File: config.mk
export PLATFORM = sky130hd
export DESIGN_NAME = sia_ctrl
export DESIGN_NICKNAME = d
export VERILOG_FILES = /design/src/sv/sia_pkg.sv /design/src/sv/sia_ctrl.sv
export SDC_FILE = /design/constraint.sdc
export NUM_CORES = 1
export LEC_CHECK = 0
export CAP_MARGIN = 40
export CELL_PAD_IN_SITES_DETAIL_PLACEMENT = 1
export CELL_PAD_IN_SITES_GLOBAL_PLACEMENT = 1
export CORE_ASPECT_RATIO = 0.7
export CORE_UTILIZATION = 49
export CTS_CLUSTER_DIAMETER = 120
export DETAILED_ROUTE_END_ITERATION = 10
export DONT_BUFFER_PORTS = 1
export PLACE_DENSITY_LB_ADDON = 0.1
export SLEW_MARGIN = 20
export SYNTH_ARGS = -nofsm -noshare
export SYNTH_HDL_FRONTEND = slang
export SYNTH_SLANG_ARGS = --single-unit
File: constraint.sdc
create_clock -name i_clk -period 11.45 [get_ports i_clk]
set_clock_uncertainty 0.15 [all_clocks]
set_input_delay 1.7175 -clock i_clk [delete_from_list [all_inputs] [get_ports i_clk]]
set_output_delay 1.7175 -clock i_clk [all_outputs]
set_load 0.03 [all_outputs]
File: src/sv/sia_pkg.sv
// Shared types and constants for the slot identifier allocator.
package sia_pkg;

    localparam int ID_W         = 10;
    localparam int USED_W       = 11;
    localparam int STAT_W       = 2;
    localparam int DEF_CAPACITY = 1024;

    localparam logic OP_ALLOC = 1'b0;
    localparam logic OP_FREE  = 1'b1;

    typedef enum logic [STAT_W-1:0] {
        ST_DONE         = 2'd0,
        ST_REJECT       = 2'd1,
        ST_ALREADY_FREE = 2'd2
    } t_status;

    typedef enum logic {
        S_IDLE = 1'b0,
        S_EXEC = 1'b1
    } t_state;

    // memory write strobes and valid-bit write data
    typedef struct packed {
        logic valid_we;
        logic valid_wd;
        logic stack_we;
    } t_wr_ctl;

endpackage

File: src/sv/sia_ctrl.sv
// Sequencer and read-modify-write datapath for the slot identifier allocator.
module sia_ctrl #(
    parameter int CAPACITY = sia_pkg::DEF_CAPACITY,
    localparam int AW = (CAPACITY > 1) ? $clog2(CAPACITY) : 1
) (
    input  logic                       i_clk,
    input  logic                       i_rst_n,
    input  logic                       i_accept,
    input  logic                       i_op,
    input  logic [sia_pkg::ID_W-1:0]   i_slot_id,
    output logic                       o_busy,
    output logic [AW-1:0]              o_valid_raddr,
    output logic [AW-1:0]              o_stack_raddr,
    output sia_pkg::t_wr_ctl           o_wr,
    output logic [AW-1:0]              o_valid_waddr,
    output logic [AW-1:0]              o_stack_waddr,
    output logic [sia_pkg::ID_W-1:0]   o_stack_wdata,
    input  logic                       i_valid_rdata,
    input  logic [sia_pkg::ID_W-1:0]   i_stack_rdata,
    output logic                       o_res_valid,
    output sia_pkg::t_status           o_res_status,
    output logic [sia_pkg::ID_W-1:0]   o_res_id,
    output logic [sia_pkg::USED_W-1:0] o_res_used,
    output logic [sia_pkg::ID_W-1:0]   o_res_free
);

    localparam int CW = $clog2(CAPACITY + 1);
    localparam int WW = (CW > sia_pkg::ID_W) ? CW : sia_pkg::ID_W;
    localparam logic [CW-1:0] CAP_C = CW'(CAPACITY);
    localparam logic [WW-1:0] CAP_W = WW'(CAPACITY);

    sia_pkg::t_state r_state, n_state;
    logic [CW-1:0]           r_top, n_top;
    logic [CW-1:0]           r_depth, n_depth;
    logic                    r_op;
    logic [sia_pkg::ID_W-1:0] r_id;

    logic [WW-1:0] id_w;
    logic [WW-1:0] top_w;
    logic [WW-1:0] got_w;

    assign id_w  = WW'(r_id);
    assign top_w = WW'(r_top);
    assign got_w = WW'(i_stack_rdata);

    // read both memories as the transaction is taken
    assign o_valid_raddr = AW'(WW'(i_slot_id));
    assign o_stack_raddr = AW'(r_depth - CW'(1));

    always_ff @(posedge i_clk) begin
        if (!i_rst_n) begin
            r_state <= sia_pkg::S_IDLE;
            r_top   <= '0;
            r_depth <= '0;
        end else begin
            r_state <= n_state;
            r_top   <= n_top;
            r_depth <= n_depth;
        end
    end

    always_ff @(posedge i_clk) begin
        if (i_accept) begin
            r_op <= i_op;
            r_id <= i_slot_id;
        end
    end

    always_comb begin
        n_state = r_state;
        case (r_state)
            sia_pkg::S_IDLE: if (i_accept) n_state = sia_pkg::S_EXEC;
            sia_pkg::S_EXEC: n_state = sia_pkg::S_IDLE;
            default:         n_state = sia_pkg::S_IDLE;
        endcase
    end

    always_comb begin
        o_busy        = (r_state == sia_pkg::S_EXEC);
        o_res_valid   = o_busy;
        n_top         = r_top;
        n_depth       = r_depth;
        o_wr          = '0;
        o_valid_waddr = AW'(id_w);
        o_stack_waddr = AW'(r_depth);
        o_stack_wdata = r_id;
        o_res_status  = sia_pkg::ST_REJECT;
        o_res_id      = r_id;
        if (o_busy) begin
            if (r_op == sia_pkg::OP_ALLOC) begin
                if (r_depth != '0) begin
                    n_depth       = r_depth - CW'(1);
                    o_res_status  = sia_pkg::ST_DONE;
                    o_res_id      = i_stack_rdata;
                    o_valid_waddr = AW'(got_w);
                    o_wr.valid_we = (got_w < CAP_W);
                    o_wr.valid_wd = 1'b1;
                end else if (r_top < CAP_C) begin
                    n_top         = r_top + CW'(1);
                    o_res_status  = sia_pkg::ST_DONE;
                    o_res_id      = sia_pkg::ID_W'(top_w);
                    o_valid_waddr = AW'(top_w);
                    o_wr.valid_we = 1'b1;
                    o_wr.valid_wd = 1'b1;
                end
            end else begin
                if (id_w >= top_w || id_w >= CAP_W) begin
                    o_res_status = sia_pkg::ST_REJECT;
                end else if (!i_valid_rdata) begin
                    o_res_status = sia_pkg::ST_ALREADY_FREE;
                end else begin
                    o_res_status  = sia_pkg::ST_DONE;
                    o_wr.valid_we = 1'b1;
                    o_wr.valid_wd = 1'b0;
                    if (id_w == top_w - WW'(1)) begin
                        n_top = r_top - CW'(1);
                    end else if (r_depth < CAP_C) begin
                        o_wr.stack_we = 1'b1;
                        n_depth       = r_depth + CW'(1);
                    end
                end
            end
        end
        o_res_used = sia_pkg::USED_W'(n_top);
        o_res_free = sia_pkg::ID_W'(n_depth);
    end

endmodule

# [Word-level counts from Yosys, hierarchy flattened]
# Cells that the tools add are included.
[classes] add_sub_neg=4 order_cmp=5 eq_ne=5 muxes=35 bitwise_logic=1 reduce_logical=4
[ops] cell="11-bit two-way mux" count=13
[ops] cell="10-bit two-way mux" count=5
[ops] cell="11-bit by 1-bit adder with 11-bit output, second input constant" count=2
[ops] cell="11-bit < comparator, second input constant" count=2
[ops] cell="11-bit by 1-bit subtractor with 11-bit output, second input constant" count=2
[ops] cell="2-bit two-way mux" count=7
[ops] cell="10-bit by 11-bit equality test with 1-bit output" count=1
[ops] cell="10-bit by 11-bit greater-or-equal comparator with 1-bit output" count=1
[ops] cell="10-bit by 11-bit greater-or-equal comparator with 1-bit output, second input constant" count=1
[ops] cell="10-bit by 11-bit < comparator with 1-bit output, second input constant" count=1
[ops] cell="11-bit nonzero test" count=1
[ops] cell="3-bit two-way mux" count=3
[ops] cell="1-bit two-way mux" count=6
[ops] cell="2-bit != test, second input constant" count=3
[ops] cell="6-bit AND reduction" count=1
[ops] cell="2-bit by 1-bit != test with 1-bit output, second input constant" count=1
[ops] cell="1-bit case mux with 2 select lines" count=1
[ops] cell="2-bit nonzero test" count=1
[ops] cell="1-bit logical OR" count=1
[ops] cell="1-bit inverter" count=1
[word_totals] regBits=34 out_inout_bits=88

# [Logic depth before layout (Yosys ltp)]
[logic_depth] word_depth=7 mapped_depth=12

# [Least setup slack after synthesis]
# No wires, ideal clock.
[synth_path] path_kind="input to output" start="input i_valid_rdata" end="output o_res_free[6] in the netlist's numbering" arrival_ns=3.866 required_time_ns=9.583 path_slack_ns=5.716 cell_stages=6 path_cell_list="inv_1 -> nor2_1 -> and3_1 -> nand4_1 -> or3_1 -> o311ai_0"
[synth_via] elab_chain_cells=4
[synth_rtl] element="start, declared" line_no="sia_ctrl.sv:18" text="input logic i_valid_rdata,"
[synth_rtl] element="11-bit two-way mux" line_no="sia_ctrl.sv:109" text="end else if (!i_valid_rdata) begin"
[synth_rtl] element="11-bit two-way mux" line_no="sia_ctrl.sv:107" text="if (id_w >= top_w || id_w >= CAP_W) begin"
[synth_rtl] element="11-bit two-way mux" line_no="sia_ctrl.sv:90" text="if (r_op == sia_pkg::OP_ALLOC) begin"
[synth_rtl] element="10-bit two-way mux" line_no="sia_ctrl.sv:89" text="if (o_busy) begin"
[synth_rtl] element="end, declared" line_no="sia_ctrl.sv:24" text="output logic [sia_pkg::ID_W-1:0] o_res_free"
# Every way passes these cells. The select of a mux whose other input is x is not followed.

# [Worst setup path after layout]
[layout_path] start="register r_depth[0]" end="output o_res_used[8] in the netlist's numbering"
[layout_via] elab_chain_cells=4
[layout_rtl] element="start, declared" line_no="sia_ctrl.sv:34" text="logic [CW-1:0] r_depth, n_depth;"
[layout_rtl] element="start signal, assigned" line_no="sia_ctrl.sv:58" text="r_depth <= n_depth;"
[layout_rtl] element="11-bit nonzero test" line_no="sia_ctrl.sv:91" text="if (r_depth != '0) begin"
[layout_rtl] element="11-bit two-way mux" line_no="sia_ctrl.sv:91"
[layout_rtl] element="11-bit two-way mux" line_no="sia_ctrl.sv:90"
[layout_rtl] element="11-bit two-way mux" line_no="sia_ctrl.sv:89"
[layout_rtl] element="end, declared" line_no="sia_ctrl.sv:23" text="output logic [sia_pkg::USED_W-1:0] o_res_used,"
# Every way passes these cells.

==> run_results.csv <==
group,metric,value,unit
yosys,ys_warn_count,0,
yosys,async_reset_ff_frac,0,
routing,via_per_inst,6.599,
routing,firstDrtPassIters,8,
yosys,synth-simple-area-share,0.2865,
sta,worst_hold_slack,0.4639,ns
yosys,synthAdderAreaFrac,0.05624,
die,io-pin-count,113,
die,rows,24,
yosys,synth_ff_type,"dfxtp_1",
critical_path,max_stage_delay,0.69,ns
place,dp_slack,5.750,ns
routing,wire_per_inst,21.99,µm
outcome,status,"completed",
clocking,root_buffer,"clkbuf_8",
critical_path,path_depth,9,
yosys,synth-compound-area-share,0.2115,
finish,diodes,0,
critical_path,crit_buf_inv,1,
routing,drt_iter0_drc,230,
power_and_ir_drop,power,0.0006577,W
yosys,syn-cell-area,3337,µm²
finish,area_growth,0.03746,%
critical_path,reg2reg_depth,10,
global_routing,grt-ovfl-total,0,
global_routing,grt_start_max_net_pins,43,
worst_hold_path,min_path_type,"reg2reg",
clocking,clock_sinks,34,
yosys,syn_inst,441,
critical_path,worstPathRequired,9.58,ns
die,start_util,0.5217,
yosys,ys_types,64,
routing,postRouteAntennaNets,0,
global_routing,antenna_found_initial,0,
sta,setup_violations,0,
yosys,synth_commonest_cells,"nand2_1 (45), buf_4 (32), nor2_1 (28), a21oi_1 (26), clkbuf_1 (24)",
clocking,cts_tree,"done",
yosys,yosysMostFrequentCell,"nand2_1",
place,gp_congestion,0.9091,
critical_path,crit_slowest_cell,"nand4_1",
global_routing,grt_pass1_vias,3199,
critical_path,path_delay_family,"simple AND/OR/NAND/NOR gates",
worst_hold_path,worstHoldPathCells,2,
yosys,synth_xor_area_frac,0.05962,
critical_path,cp.arrival,4.18,ns
finish,fin_nets,447,
yosys,yosys-top-cells-area,"dfxtp_1 (14%), edfxtp_1 (9.9%), buf_4 (7.2%)",
routing,drc,0,
critical_path,path_cells,"inv_1 -> ha_1 -> nor3b_1 -> nand4_1 -> or2_2 -> nor4_1 -> xnor2_1 -> a21oi_1 -> a31oi_1",
yosys,syn_area_per_cell,7.567,µm²
clocking,holdBufCountCts,0,
yosys,synth_edf_count,11,
sta,min_period,6.043,ns
sta,fin_ws,5.407,ns
yosys,muxShareOfSynthArea,0.01837,
die,core_area,6396,µm²
routing,vias,3293,
critical_path,path_max_fanout,14,
sta,fmax,0.1655,GHz
power_and_ir_drop,p_leak,1.235,nW
yosys,synth_top_family_by_area,"simple AND/OR/NAND/NOR gates",
clocking,clockBufferDepth,2,
yosys,synth_top_cell_area_share,0.1380,
sta,report.final.hold_viol_count,0,
power_and_ir_drop,p_per_area,197.0,nW/µm²
clocking,post_cts_resize_count,0,
routing,routed_wl,10970,µm
sta,slew_viol_final,0,
yosys,ys_ff_latch,34,
critical_path,critPathLaunchType,"flip-flop",
die,die_w,100.6,µm
yosys,syn-num-nets,481,
die,die_area,7150,µm²
clocking,clk_pin_slew,0.08,ns
die,die_h,71.05,µm
sta,tns,0,ns
clocking,cts_made_buffers,5,
finish,final_layout_size_suffix_gt1_frac,0.1054,
job,drv_cap,0,
clocking,htree_num_levels,2,
yosys,yosysSeqAreaShare,0.2370,
global_routing,grt_pass1_wl,17220,µm
critical_path,crit_type,"reg2out",
yosys,synth_top_area_cell,"dfxtp_1",
global_routing,track_usage,0.3143,
clocking,clock_latency,0.30,ns
power_and_ir_drop,vdd_drop_max,0.09532,mV
critical_path,end_kind,"output pin",
sta,period_share,0.5278,
sta,worst_pin_slew,0.9197,ns
place,port_buffers,0,
clocking,post_cts_buffers,0,
sta,timing.slew.headroom,0.3821,
place,dp_hpwl,8081,µm
sta,rsz0062_at_grt,"false",
per-stage QoR:
stage,utilization,area (µm²),std cells
2_1_floorplan,-,3337,441
3_3_place_gp,0.5006,3202,485
3_5_place_dp,0.5047,3228,489
4_1_cts,0.5190,3319,497
5_1_grt,0.5219,3338,499
6_report,0.5219,3338,499
sequential cells by signal (all words and copies together) (netlist names):
signal	count
o_busy	1
r_op	1
o_stack_wdata	10
r_depth	11
r_top	11
worst reg2reg max path: cells and delay by family, from the launching register on:
kind | cells | cell delay, ns
fa+ha+maj | 1 | 0.26
compound gates | 2 | 0.68
xor+xnor | 1 | 0.17
flops | 1 | 0.48
buf+inv | 1 | 0.40
simple gates | 5 | 2.10
per-layer routing:
layer / up-vias / routed length, µm / GRT usage
li1: 1512 / - / -
met1: 1589 / 5025 / 0.4436
met2: 173 / 4815 / 0.4756
met3: 19 / 972 / 0.07411
met4: 0 / 159 / 0.09340
met5: - / 0 / 0
kinds of logic after synthesis:
logic type      Yosys count
simple gates            184
fa+ha+maj                15
buf+inv                  81
mux                       6
xor+xnor                 21
flops                    34
compound gates          100
worst paths after layout:
kind	start	endpoint	slack (ns)
max reg2reg	r_depth[0]$_SDFF_PN0_	r_top[8]$_SDFF_PN0_	7.15
max	r_depth[0]$_SDFF_PN0_	o_res_used[8]	5.41
min	r_depth[10]$_SDFFE_PN0P_	r_depth[10]$_SDFFE_PN0P_	0.46
min reg2reg	r_depth[10]$_SDFFE_PN0P_	r_depth[10]$_SDFFE_PN0P_	0.46
placed cells by master (no fill, tap or decap), drive strengths merged, types with 2 or more instances in the layout:
cell	count
o311ai	4
a22oi	3
dfxtp	23
a32oi	2
and3	5
inv	19
and2	15
or2	5
a21o	4
nor2	28
nand2b	5
ha	15
buf	21
edfxtp	11
o21a	4
a221oi	2
a311oi	2
a211o	2
o31ai	4
nor4	9
clkbuf	7
nand3	20
o211ai	4
or4	4
a21oi	26
or4b	2
a22o	2
a311o	3
o22ai	13
nor3b	2
nand2	45
xor2	7
a31oi	7
xnor2	13
o21ai	9
or3	4
nand4	12
nor3	21
mux2i	5
area by class of cell:
cell class,instances,area (µm²)
flip-flops and latches,34,790.8
clock buffers,7,86.33
clock inverters,1,5.005
fillers,831,3058
inverters,19,71.32
multi-input cells,326,2113
repair buffers,21,157.7
well taps,91,113.9
power by group:
group | switching, W | internal (W)
Clock | 0.0000501 | 0.0000486
Sequential | 0.0000398 | 0.000135
Combinational | 0.000283 | 0.000101
Note: power is estimated with default switching activity, not from simulation.
